==> src/design/assert_macros.svh <==
// assertion macros shared by the list engine modules
// expects signals named clk and rst in the module that uses them
`ifndef ASSERT_MACROS_SVH
`define ASSERT_MACROS_SVH

// condition must hold at every clock edge out of reset
`define PLE_ASSERT_ALWAYS(lbl, cond, msg) \
  lbl: assert property (@(posedge clk) disable iff (rst) (cond)) else $error(msg);

// consequent must hold in the cycle after the antecedent
`define PLE_ASSERT_NEXT(lbl, ante, cons, msg) \
  lbl: assert property (@(posedge clk) disable iff (rst) (ante) |=> (cons)) else $error(msg);

`endif

==> src/design/ple_pkg.sv <==
// shared types and codes for the positional list engine
// no dependencies
`timescale 1ns / 1ps

package ple_pkg;

  typedef enum logic [1:0] {
    OP_INSERT = 2'd0,
    OP_REMOVE = 2'd1,
    OP_GET    = 2'd2,
    OP_FIND   = 2'd3
  } op_t;

  typedef enum logic [1:0] {
    ST_OK      = 2'd0,
    ST_BAD_POS = 2'd1,
    ST_EMPTY   = 2'd2,
    ST_FULL    = 2'd3
  } status_t;

  // controller to datapath
  typedef struct packed {
    logic take;    // latch the request beat
    logic check;   // classify the request, set up the walk
    logic step;    // issue one memory read of the walk
    logic place;   // write the new value or shrink the list
    logic finish;  // load the result register
  } cmd_t;

  // datapath to controller
  typedef struct packed {
    op_t  op;
    logic ok;        // request passes its checks
    logic more;      // walk still has entries to read
    logic pend;      // a read of the walk is still in flight
    logic out_free;  // result register can take a new beat
  } sts_t;

endpackage

==> src/design/ple_in_if.sv <==
// request channel of the positional list engine
// depends on nothing
`timescale 1ns / 1ps

interface ple_in_if;
  logic               valid;
  logic               ready;
  logic [1:0]         op;
  logic [6:0]         position;
  logic signed [31:0] value;

  modport source (output valid, output op, output position, output value, input ready);
  modport sink   (input valid, input op, input position, input value, output ready);
endinterface

==> src/design/ple_out_if.sv <==
// response channel of the positional list engine
// depends on nothing
`timescale 1ns / 1ps

interface ple_out_if;
  logic               valid;
  logic               ready;
  logic signed [31:0] read_value;
  logic               found;
  logic [1:0]         status;
  logic [6:0]         length;

  modport source (output valid, output read_value, output found, output status,
                  output length, input ready);
  modport sink   (input valid, input read_value, input found, input status,
                  input length, output ready);
endinterface

==> src/design/positional_list_engine_top.sv <==
// top level of the positional list engine
// depends on ple_pkg, ple_in_if, ple_out_if, ple_ctrl and ple_datapath
`timescale 1ns / 1ps

// Ordered list of up to CAPACITY signed 32-bit entries, addressed by 1-based
// position. Each request beat carries one operation (insert before a
// position, remove at a position, get at a position, find a value) and
// produces exactly one response beat with the read value, the found flag,
// a status code and the list length after the operation. Entries live in a
// single-port-write, single-port-read memory with registered read data, so
// insert and remove move one entry per cycle and find compares one entry per
// cycle. One request is worked at a time: a failed request or a get goes from
// the check straight to the result, an insert or remove walks the entries
// that move and then places, and a find reads every stored entry. The next
// request is accepted as soon as the response is loaded into the output
// register, even if the consumer has not taken it yet. No clearing pass runs
// after reset; the memory is only read at positions already written, but for
// the read of a get with a bad position, whose data is not used.
module positional_list_engine_top #(
  parameter int CAPACITY = 64
) (
  input logic       clk,
  input logic       rst,
  ple_in_if.sink    req,
  ple_out_if.source rsp
);

  // command and status between controller and datapath
  ple_pkg::cmd_t cmd;
  ple_pkg::sts_t sts;

  // sequencing: accept, check, walk the memory, place, hand off result
  ple_ctrl u_ctrl (
    .clk      (clk),
    .rst      (rst),
    .in_valid (req.valid),
    .in_ready (req.ready),
    .sts      (sts),
    .cmd      (cmd)
  );

  // entry memory, entry count, walk index and the response register
  ple_datapath #(
    .CAPACITY (CAPACITY)
  ) u_datapath (
    .clk            (clk),
    .rst            (rst),
    .cmd            (cmd),
    .sts            (sts),
    .in_op          (req.op),
    .in_position    (req.position),
    .in_value       (req.value),
    .out_ready      (rsp.ready),
    .out_valid      (rsp.valid),
    .out_read_value (rsp.read_value),
    .out_found      (rsp.found),
    .out_status     (rsp.status),
    .out_length     (rsp.length)
  );

endmodule

==> src/design/ple_datapath.sv <==
// datapath of the positional list engine: entry memory, count, walk index, result register
// depends on ple_pkg and assert_macros.svh
`timescale 1ns / 1ps
`include "assert_macros.svh"

module ple_datapath #(
  parameter int CAPACITY = 64
) (
  input  logic               clk,
  input  logic               rst,
  input  ple_pkg::cmd_t      cmd,
  output ple_pkg::sts_t      sts,
  input  logic [1:0]         in_op,
  input  logic [6:0]         in_position,
  input  logic signed [31:0] in_value,
  input  logic               out_ready,
  output logic               out_valid,
  output logic signed [31:0] out_read_value,
  output logic               out_found,
  output logic [1:0]         out_status,
  output logic [6:0]         out_length
);

  localparam int AW = $clog2(CAPACITY);
  localparam int CW = $clog2(CAPACITY + 1);
  localparam int XW = ((CW > 7) ? CW : 7) + 1;

  logic [31:0]      mem [CAPACITY];
  logic [31:0]      rdata;

  ple_pkg::op_t     op_q;
  logic [6:0]       pos_q;
  logic [31:0]      val_q;
  logic [CW-1:0]    count;
  logic [CW-1:0]    idx;
  logic [AW-1:0]    wr_addr;
  logic             pend;
  logic             found_q;
  ple_pkg::status_t st_q;

  ple_pkg::status_t st_now;
  logic [XW-1:0]    pos_x;
  logic [XW-1:0]    cnt_x;
  logic [XW-1:0]    idx_x;
  logic [6:0]       pos_m1;
  logic [CW-1:0]    rd_sel;
  logic             more;
  logic             re;
  logic [AW-1:0]    ra;
  logic             we;
  logic [AW-1:0]    wa;
  logic [31:0]      wd;
  logic             ins_place;

  assign pos_x  = XW'(pos_q);
  assign cnt_x  = XW'(count);
  assign idx_x  = XW'(idx);
  assign pos_m1 = pos_q - 7'd1;

  // request checks, in the order the list semantics give them
  always_comb begin
    st_now = ple_pkg::ST_OK;
    case (op_q)
      ple_pkg::OP_INSERT: begin
        if (pos_q == 7'd0 || pos_x > cnt_x + XW'(1)) st_now = ple_pkg::ST_BAD_POS;
        else if (cnt_x >= XW'(CAPACITY))           st_now = ple_pkg::ST_FULL;
      end
      ple_pkg::OP_REMOVE: begin
        if (count == '0)                            st_now = ple_pkg::ST_EMPTY;
        else if (pos_q == 7'd0 || pos_x > cnt_x)    st_now = ple_pkg::ST_BAD_POS;
      end
      ple_pkg::OP_GET: begin
        if (pos_q == 7'd0 || pos_x > cnt_x)         st_now = ple_pkg::ST_BAD_POS;
      end
      default: st_now = ple_pkg::ST_OK;
    endcase
  end

  // walk direction and end condition
  always_comb begin
    case (op_q)
      ple_pkg::OP_INSERT: begin
        more   = idx_x >= pos_x;
        rd_sel = idx - CW'(1);
      end
      ple_pkg::OP_REMOVE: begin
        more   = (idx_x + XW'(1)) < cnt_x;
        rd_sel = idx + CW'(1);
      end
      ple_pkg::OP_FIND: begin
        more   = idx_x < cnt_x;
        rd_sel = idx;
      end
      default: begin
        more   = 1'b0;
        rd_sel = idx;
      end
    endcase
  end

  assign ins_place = cmd.place && (op_q == ple_pkg::OP_INSERT);

  assign re = (cmd.check && op_q == ple_pkg::OP_GET) || cmd.step;
  assign ra = cmd.check ? AW'(pos_m1) : rd_sel[AW-1:0];
  assign we = ins_place ||
              (pend && (op_q == ple_pkg::OP_INSERT || op_q == ple_pkg::OP_REMOVE));
  assign wa = ins_place ? AW'(pos_m1) : wr_addr;
  assign wd = ins_place ? val_q : rdata;

  always_ff @(posedge clk) begin
    if (we) begin
      mem[wa] <= wd;
    end
    if (re) begin
      rdata <= mem[ra];
    end
  end

  always_ff @(posedge clk) begin
    if (rst) begin
      count     <= '0;
      pend      <= 1'b0;
      out_valid <= 1'b0;
    end else begin
      pend <= cmd.step;
      if (cmd.place) begin
        count <= (op_q == ple_pkg::OP_INSERT) ? count + CW'(1) : count - CW'(1);
      end
      if (cmd.finish) begin
        out_valid <= 1'b1;
      end else if (out_ready) begin
        out_valid <= 1'b0;
      end
    end
  end

  always_ff @(posedge clk) begin
    if (cmd.take) begin
      op_q  <= ple_pkg::op_t'(in_op);
      pos_q <= in_position;
      val_q <= in_value;
    end
    if (cmd.check) begin
      st_q    <= st_now;
      found_q <= 1'b0;
      case (op_q)
        ple_pkg::OP_INSERT: idx <= count;
        ple_pkg::OP_REMOVE: idx <= CW'(pos_m1);
        default:            idx <= '0;
      endcase
    end
    if (cmd.step) begin
      wr_addr <= idx[AW-1:0];
      idx     <= (op_q == ple_pkg::OP_INSERT) ? idx - CW'(1) : idx + CW'(1);
    end
    // compare the entry that was read on the previous cycle
    if (pend && op_q == ple_pkg::OP_FIND && rdata == val_q) begin
      found_q <= 1'b1;
    end
    if (cmd.finish) begin
      if (op_q == ple_pkg::OP_GET) begin
        out_read_value <= (st_q == ple_pkg::ST_OK) ? $signed(rdata) : -32'sd1;
      end else begin
        out_read_value <= '0;
      end
      out_found  <= (op_q == ple_pkg::OP_FIND) && found_q;
      out_status <= st_q;
      out_length <= 7'(count);
    end
  end

  assign sts.op       = op_q;
  assign sts.ok       = (st_now == ple_pkg::ST_OK);
  assign sts.more     = more;
  assign sts.pend     = pend;
  assign sts.out_free = !out_valid || out_ready;

  `PLE_ASSERT_ALWAYS(a_single_write, !(ins_place && pend), "insert write collides with shift write")
  `PLE_ASSERT_ALWAYS(a_count_bound, XW'(count) <= XW'(CAPACITY), "entry count above capacity")
  `PLE_ASSERT_NEXT(a_result_shown, cmd.finish, out_valid, "loaded result not presented")

endmodule

==> src/design/ple_ctrl.sv <==
// controller state machine of the positional list engine
// depends on ple_pkg and assert_macros.svh
`timescale 1ns / 1ps
`include "assert_macros.svh"

module ple_ctrl (
  input  logic          clk,
  input  logic          rst,
  input  logic          in_valid,
  output logic          in_ready,
  input  ple_pkg::sts_t sts,
  output ple_pkg::cmd_t cmd
);

  typedef enum logic [5:0] {
    S_IDLE   = 6'b000001,
    S_CHECK  = 6'b000010,
    S_SHIFT  = 6'b000100,
    S_SCAN   = 6'b001000,
    S_PLACE  = 6'b010000,
    S_FINISH = 6'b100000
  } state_t;

  state_t state;
  state_t state_next;

  assign in_ready = (state == S_IDLE);

  always_comb begin
    cmd.take   = (state == S_IDLE) && in_valid;
    cmd.check  = (state == S_CHECK);
    cmd.step   = (state == S_SHIFT || state == S_SCAN) && sts.more;
    cmd.place  = (state == S_PLACE);
    cmd.finish = (state == S_FINISH) && sts.out_free;
  end

  always_comb begin
    state_next = state;
    case (state)
      S_IDLE: begin
        if (in_valid) state_next = S_CHECK;
      end
      S_CHECK: begin
        if (!sts.ok) begin
          state_next = S_FINISH;
        end else begin
          case (sts.op)
            ple_pkg::OP_INSERT: state_next = S_SHIFT;
            ple_pkg::OP_REMOVE: state_next = S_SHIFT;
            ple_pkg::OP_FIND:   state_next = S_SCAN;
            default:            state_next = S_FINISH;
          endcase
        end
      end
      S_SHIFT: begin
        if (!sts.more) state_next = S_PLACE;
      end
      S_SCAN: begin
        if (!sts.more && !sts.pend) state_next = S_FINISH;
      end
      S_PLACE: begin
        state_next = S_FINISH;
      end
      S_FINISH: begin
        if (sts.out_free) state_next = S_IDLE;
      end
      default: state_next = S_IDLE;
    endcase
  end

  always_ff @(posedge clk) begin
    if (rst) begin
      state <= S_IDLE;
    end else begin
      state <= state_next;
    end
  end

  `PLE_ASSERT_NEXT(a_take_checks, cmd.take, state == S_CHECK, "accepted beat not checked next")

endmodule

==> src/flat_wrapper.sv <==
// flat-port wrapper written by rule: the top's interface ports become plain ports
module positional_list_engine_top_flat 
#(
  parameter int CAPACITY = 64
)
  (clk, rst, req_valid, req_op, req_position, req_value, req_ready, rsp_valid, rsp_read_value, rsp_found, rsp_status, rsp_length, rsp_ready);
  ple_in_if req_i ();
  ple_out_if rsp_i ();
  input logic clk;
  input logic rst;
  input wire logic [$bits(req_i.valid)-1:0] req_valid;
  input wire logic [$bits(req_i.op)-1:0] req_op;
  input wire logic [$bits(req_i.position)-1:0] req_position;
  input wire logic [$bits(req_i.value)-1:0] req_value;
  output wire logic [$bits(req_i.ready)-1:0] req_ready;
  output wire logic [$bits(rsp_i.valid)-1:0] rsp_valid;
  output wire logic [$bits(rsp_i.read_value)-1:0] rsp_read_value;
  output wire logic [$bits(rsp_i.found)-1:0] rsp_found;
  output wire logic [$bits(rsp_i.status)-1:0] rsp_status;
  output wire logic [$bits(rsp_i.length)-1:0] rsp_length;
  input wire logic [$bits(rsp_i.ready)-1:0] rsp_ready;
  assign req_i.valid = req_valid;
  assign req_i.op = req_op;
  assign req_i.position = req_position;
  assign req_i.value = req_value;
  assign req_ready = req_i.ready;
  assign rsp_valid = rsp_i.valid;
  assign rsp_read_value = rsp_i.read_value;
  assign rsp_found = rsp_i.found;
  assign rsp_status = rsp_i.status;
  assign rsp_length = rsp_i.length;
  assign rsp_i.ready = rsp_ready;
  positional_list_engine_top #(.CAPACITY(CAPACITY)) u_core (.clk(clk), .rst(rst), .req(req_i), .rsp(rsp_i));
endmodule
==> config.mk <==
export PLATFORM = sky130hd
export DESIGN_NAME = positional_list_engine_top_flat
export DESIGN_NICKNAME = d
export VERILOG_FILES = /design/src/design/ple_pkg.sv /design/src/design/ple_in_if.sv /design/src/design/ple_out_if.sv /design/src/design/positional_list_engine_top.sv /design/src/design/ple_datapath.sv /design/src/design/ple_ctrl.sv /design/src/flat_wrapper.sv
export VERILOG_INCLUDE_DIRS = /design/src /design/src/design
export SDC_FILE = /design/constraint.sdc
export NUM_CORES = 2
export LEC_CHECK = 0
export BUFFER_PORTS_ARGS = -buffer_cell sky130_fd_sc_hd__buf_4
export CAP_MARGIN = 20
export CORE_MARGIN = 2
export CORE_UTILIZATION = 34
export DETAILED_ROUTE_END_ITERATION = 8
export PLACE_DENSITY = 0.46
export SLEW_MARGIN = 20
export SYNTH_ARGS = -nofsm -noshare
export SYNTH_HDL_FRONTEND = slang
export SYNTH_SLANG_ARGS = --single-unit
==> constraint.sdc <==
create_clock -name clk -period 5.2 [get_ports clk]
set_input_delay 1.56 -clock clk [delete_from_list [all_inputs] [get_ports clk]]
set_output_delay 1.56 -clock clk [all_outputs]
set_load 0.02 [all_outputs]
# == After elaboration in Yosys (flattened, before gate mapping) ==
# Memory sizes are Yosys's and may differ from the RTL's. A register that Yosys moved wholly into a read port is not among the register bits.
# Index checks and enable logic that the tools add are counted.
# word_totals
n_memories,1
ff_bits,114
wordCells,99
ram_bits,2048
# op_classes
add_sub_neg,7
reduce_logical,29
order_cmp,6
n_mux,27
n_eq_ne,14
# memory_table
name,depth,word_bits,rd,rd_clocked_by_memory_dff,write_ports,line_no,text
u_core.u_datapath.mem,64,32,1,1,1,ple_datapath.sv:28,logic [31:0] mem [CAPACITY];
# op_table
operator,n
2-to-1 mux 32 bit,2
2-to-1 mux 6 bit,7
case mux 6 bit (6 select lines),1
== test 32 bit,1
2-to-1 mux 7 bit,4
case mux 6 bit (2 select lines),2
"subtractor 7 x 1 -> 7 bit, second input constant",3
"adder 7 x 1 -> 8 bit, second input constant",2
"adder 7 x 1 -> 7 bit, second input constant",2
zero test 7 bit,2
case mux 7 bit (2 select lines),1
logical AND 1 bit,10
greater-than comparator 7 x 8 -> 1 bit,1
< comparator 8 x 7 -> 1 bit,1
>= comparator 7 bit,1
">= comparator 7 bit, second input constant",1
greater-than comparator 7 bit,1
logical OR 1 bit,7
< comparator 7 bit,1
"== test 6 x 1 -> 1 bit, second input constant",1
"== test 6 x 2 -> 1 bit, second input constant",1
"== test 6 x 3 -> 1 bit, second input constant",1
"== test 6 x 4 -> 1 bit, second input constant",1
"== test 6 x 5 -> 1 bit, second input constant",1
14 further kinds,28

# == Logic depth before layout (Yosys ltp) ==
# logic_depth
word_depth,8
depth_mapped,14

# == Hierarchy ==
# From an unflattened synthesis, not the netlist that was laid out.
# unflattened
cells_unflattened,5791
area_unflattened_um2,92592.6
# modules_own_cells
module,seq_area_each_um2,instances,area_each_um2,cells_each
ple_datapath,65602.9,1,92163.4,5736
ple_ctrl,120.1,1,429.2,55

# == Least setup slack after synthesis ==
# Ideal clock, no wire load.
# synth_path
kind,input-to-reg
start,in rsp_ready
end,"reg u_core.u_datapath.out_found, enable pin"
n_path_buf,0
path_stages,2
setup_time_ns,0.446
path_slack_ns,1.173
required_ns,4.754
arrival_time_ns,3.580
path_cell_list,nand2b_1 -> nor2b_1
# synth_lines
item,line_no,text
"start, declared",flat_wrapper.sv:21,input wire logic [$bits(rsp_i.ready)-1:0] rsp_ready;
"end signal, assigned",ple_datapath.sv:166,out_found <= (op_q == ple_pkg::OP_FIND) && found_q;
"end, declared",ple_datapath.sv:19,"output logic out_found,"

# == Final worst setup path ==
# layout_path
start,reg u_core.u_datapath.idx[0]
end,"reg u_core.u_datapath.rdata[15], read port of u_core.u_datapath.mem, data pin"
# layout_via
elab_chain_len,5
elab_cells_between_ends,11
cone_classes,3 x add/sub; 3 x order compare; 3 x mux; 2 x reduce/logical
# layout_lines
item,line_no,text
"start, declared",ple_datapath.sv:35,logic [CW-1:0] idx;
"start signal, assigned",ple_datapath.sv:147,ple_pkg::OP_INSERT: idx <= count;
"start signal, assigned",ple_datapath.sv:148,ple_pkg::OP_REMOVE: idx <= CW'(pos_m1);
"start signal, assigned",ple_datapath.sv:154,idx <= (op_q == ple_pkg::OP_INSERT) ? idx - CW'(1) : idx + CW'(1);
adder 7 x 1 -> 8 bit,ple_datapath.sv:87,more = (idx_x + XW'(1)) < cnt_x;
< comparator 8 x 7 -> 1 bit,ple_datapath.sv:87,
case mux 1 bit (3 select lines),ple_datapath.sv:81,case (op_q)
logical AND 1 bit,ple_ctrl.sv:32,cmd.step = (state == S_SHIFT || state == S_SCAN) && sts.more;
logical OR 1 bit,ple_datapath.sv:103,assign re = (cmd.check && op_q == ple_pkg::OP_GET) || cmd.step;
"end, declared",ple_datapath.sv:29,logic [31:0] rdata;
# Several ways; a longest one is shown, not always the timed one.
# A chain may end at the register's enable or synchronous reset.

==> results.md <==
* Seq cells post-synth at 2194
* Initial Utilization at 34.2%
* Total power at 46.1 mW
* Via/cell ratio at 5.42
* DIE WIDTH at 512 um
* R2r worst-path depth at 14
* Mapped Nets at 6280
* Synth Instances at 6185
* Number of gates resized after CTS at 0
* Fin crit share at 85.7%
* Crit Path Class: flip-flop to flip-flop
* Crit. path cell count at 14
* Post-CTS Hold Buffers at 0
* CP startpoint: u_core.u_datapath.idx[0]$_DFFE_PP_
* H-tree depth at 4
* Peak Freq at 224 MHz
* DIE HEIGHT at 512 um
* Area contributors post-synth: edfxtp_1 74%, nand2_1 6.7%, nand3_1 4.3%
* Crit path cell chain: inv_1 > ha_1 > xnor2_1 > mux2i_1 > mux2i_4 > buf_4 > buf_4 > buf_4 > nand2_1 > and3_1 > a31oi_1 > o22ai_1 > o21ai_1 > nor4bb_1
* Synth Cell Area at 87900 um^2
* Tmin final at 4.46 ns
* Final #Nets at 6484
* Routed WL at 288 mm
* Vias in the first global route at 52200
* Number of I/O port buffers at 88
* DRT Pass-1 Iters at 6
* Final Hold Viols at 0
* Worst-path clk slew at 0.06 ns
* Post-synth top flop: edfxtp_1
* Sequential area share after synthesis at 74.8%
* Routed Antenna Nets at 0
* Leading area contributor after synthesis: edfxtp_1
* Routed met1 length at 127 mm
* Post-CTS setup buffer count at 0
* Yosys warns at 0
* Post-synthesis async set-or-reset flop share at 0%
* Reg2reg end: u_core.u_datapath.rdata[15]$_DFFE_PP_
* Final setup fails at 0
* GRT Residual Overflow at 0
* RSZ-0062 raised after global routing: no
* Setup TNS at 0 ns
* Critical-path top delay cell: mux2i_4
* Fin util at 39.6%
* Count leader, synth: edfxtp_1
* Area share of the largest cell type after synthesis at 74.4%
* Initial antenna violation count at 3
* Simple-gate area share of the yosys netlist at 13.7%
* Placement Setup Slack at 0.805 ns
* Clk root buf: clkbuf_16
* Mapped Avg Cell Area at 14.2 um^2
* Crit path to: u_core.u_datapath.rdata[15]$_DFFE_PP_
* Number of CTS-inserted buffers at 228
* CORE AREA at 257000 um^2
* # IOs at 89
* Share of layout cells above drive strength 1 at 13.9%
* DRC violations left at 0
* Hold WC Path Type: flip-flop to flip-flop
* Xor-xnor portion of the synthesized cell area at 0.695%
* Synthesis-to-finish area growth at 15.8%
* Mux share of post-synthesis cell area at 4.18%
* Worst IR Drop VDD at 399 uV
* Row count at 186
* Largest stage delay on the critical path at 0.83 ns
* Status: completed
* Leak Pwr at 34.0 nW
* Via count at 54000
* DPL Wire Length at 166 mm
* Routability Congestion at 0.825
* Slew Viols, Final at 0
* Worst-skew pair later-pin latency at 0.89 ns
* CTS tree: yes
* Global-route wire length before repair at 406 mm
* Reg-to-Reg Start: u_core.u_datapath.idx[0]$_DFFE_PP_
* EDFF count, synth at 2178
* Max-cap violations at 0
* Crit path capture type: flip-flop
* Met2 wire len at 136 mm
* Cell mode on critical path: buf_4
* Crit path max-delay family: multiplexers
* Critical path arrival at 5.14 ns
* Clk sinks at 2194
* Pwr dens at 453 nW/um^2
* Reg2Reg Setup Slack at 0.74 ns
* Worst path bufs/invs at 4
* Met3 routed WL at 17.4 mm
* First DRT Iteration DRCs at 5511
* FILL cells at 23900
* Slew @ Worst Pin at 1.16 ns
* Die Area at 263000 um^2
* Worst Setup Start Kind: flip-flop
* GRT Total Usage at 21.6%
* Drt wl/cell at 28.9 um
* Clk_skew at 0.0346 ns
* Post-Synth Adder-Cell Area at 0.720%
* Pin count of the biggest net entering global routing at 100
* Compound-cell area share of the yosys netlist at 3.69%
* Post-route worst setup slack at 0.742 ns
* Maximum fanout along the worst path at 15
* Synth cell types at 80
* Top sig layer: met4
* Synth top cells by count: 2178 x edfxtp_1, 1575 x nand2_1, 747 x nand3_1
* Largest family of logic cells by synthesized area: simple AND/OR/NAND/NOR gates
* Critical path required time at 5.88 ns
* Relative slew slack at 22.4%
* CTS max path bufs at 3
[area by class of cell]
cell class              instances  area [um^2]  area share, %
flip-flops and latches       2194        65700           64.6
inverters                      31          118          0.116
repair buffers                355         3640           3.58
clock buffers                 282         5930           5.83
multi-input cells            3579        20900           20.6
well taps                    3384         4230           4.16
diodes                          3         7.51        0.00738
clock inverters               135         1160           1.14
[power breakdown]
group / internal, mW / total (mW) / switching, mW
Combinational: 3.32 / 10.5 / 7.20
Clock: 8.85 / 15.8 / 6.97
Sequential: 19.5 / 19.7 / 0.184
Total: 31.7 / 46.1 / 14.4
[placed cells by master (no fill, tap or decap), drive strengths merged, types with 110 or more instances in the layout]
cell type,synthesis,final
nand2,1576,1576
buf,240,355
nand3,747,747
nor2,204,204
and3,126,126
clkinv,2,110
a31oi,127,127
mux4,124,124
edfxtp,2178,2178
clkbuf,141,282
[metrics by stage]
| step | std cells | cell area, um^2 | hold slack (ns) |
|---|---|---|---|
| floorplan | 6185 | 87900 | 0.411 |
| global placement | 9541 | 94600 | 0.497 |
| detailed placement | 9542 | 94600 | 0.490 |
| finish | 9963 | 102000 | 0.499 |
| CTS | 9959 | 102000 | 0.504 |
| global route | 9961 | 102000 | 0.512 |
[per-layer routing]
metal	vias up	track usage, %
met5	-	0
met4	0	6.00
met3	333	3.06
met2	1895	34.8
met1	28200	30.4
li1	23600	-
[flip-flops by register name, indices dropped and copies added, names as in the netlist, 6 cells and up]
name,count
u_core.u_datapath.mem,2048
u_core.u_datapath.out_read_value,32
u_core.u_datapath.rdata,32
u_core.u_datapath.val_q,32
u_core.u_datapath.count,7
u_core.u_datapath.idx,7
u_core.u_datapath.out_length,7
u_core.u_datapath.pos_q,7
u_core.u_ctrl.state,6
u_core.u_datapath.wr_addr,6
[worst min path at each step]
stage,startpoint,endpoint,slack (ns),cells past startpoint
after floorplan,u_core.u_datapath.found_q$_SDFFE_PP1P_,u_core.u_datapath.found_q$_SDFFE_PP1P_,0.41,2
after global placement,u_core.u_datapath.found_q$_SDFFE_PP1P_,u_core.u_datapath.found_q$_SDFFE_PP1P_,0.50,2
after detailed placement,u_core.u_datapath.found_q$_SDFFE_PP1P_,u_core.u_datapath.found_q$_SDFFE_PP1P_,0.49,2
after CTS,u_core.u_datapath.found_q$_SDFFE_PP1P_,u_core.u_datapath.found_q$_SDFFE_PP1P_,0.50,2
after global routing,u_core.u_datapath.found_q$_SDFFE_PP1P_,u_core.u_datapath.found_q$_SDFFE_PP1P_,0.51,2
final,u_core.u_datapath.found_q$_SDFFE_PP1P_,u_core.u_datapath.found_q$_SDFFE_PP1P_,0.50,2
[worst register-to-register path: stages (launching register included)]
cell and delay, ns:
edfxtp_1 0.48, inv_1 0.13, ha_1 0.38, xnor2_1 0.16, mux2i_1 0.16, mux2i_4 0.83, buf_4 0.30, buf_4 0.25
buf_4 0.28, nand2_1 0.07, and3_1 0.16, a31oi_1 0.22, o22ai_1 0.13, o21ai_1 0.34, nor4bb_1 0.37
[cells by family after synthesis]
group | count (synthesis)
buffers and inverters | 412
xor gates and xnor gates | 68
adders and majority gates | 50
muxes | 208
AOI/OAI and AO/OA | 468
DFF | 2194
and+or+nand+nor | 2785
Power figures use the tool's default switching activity.
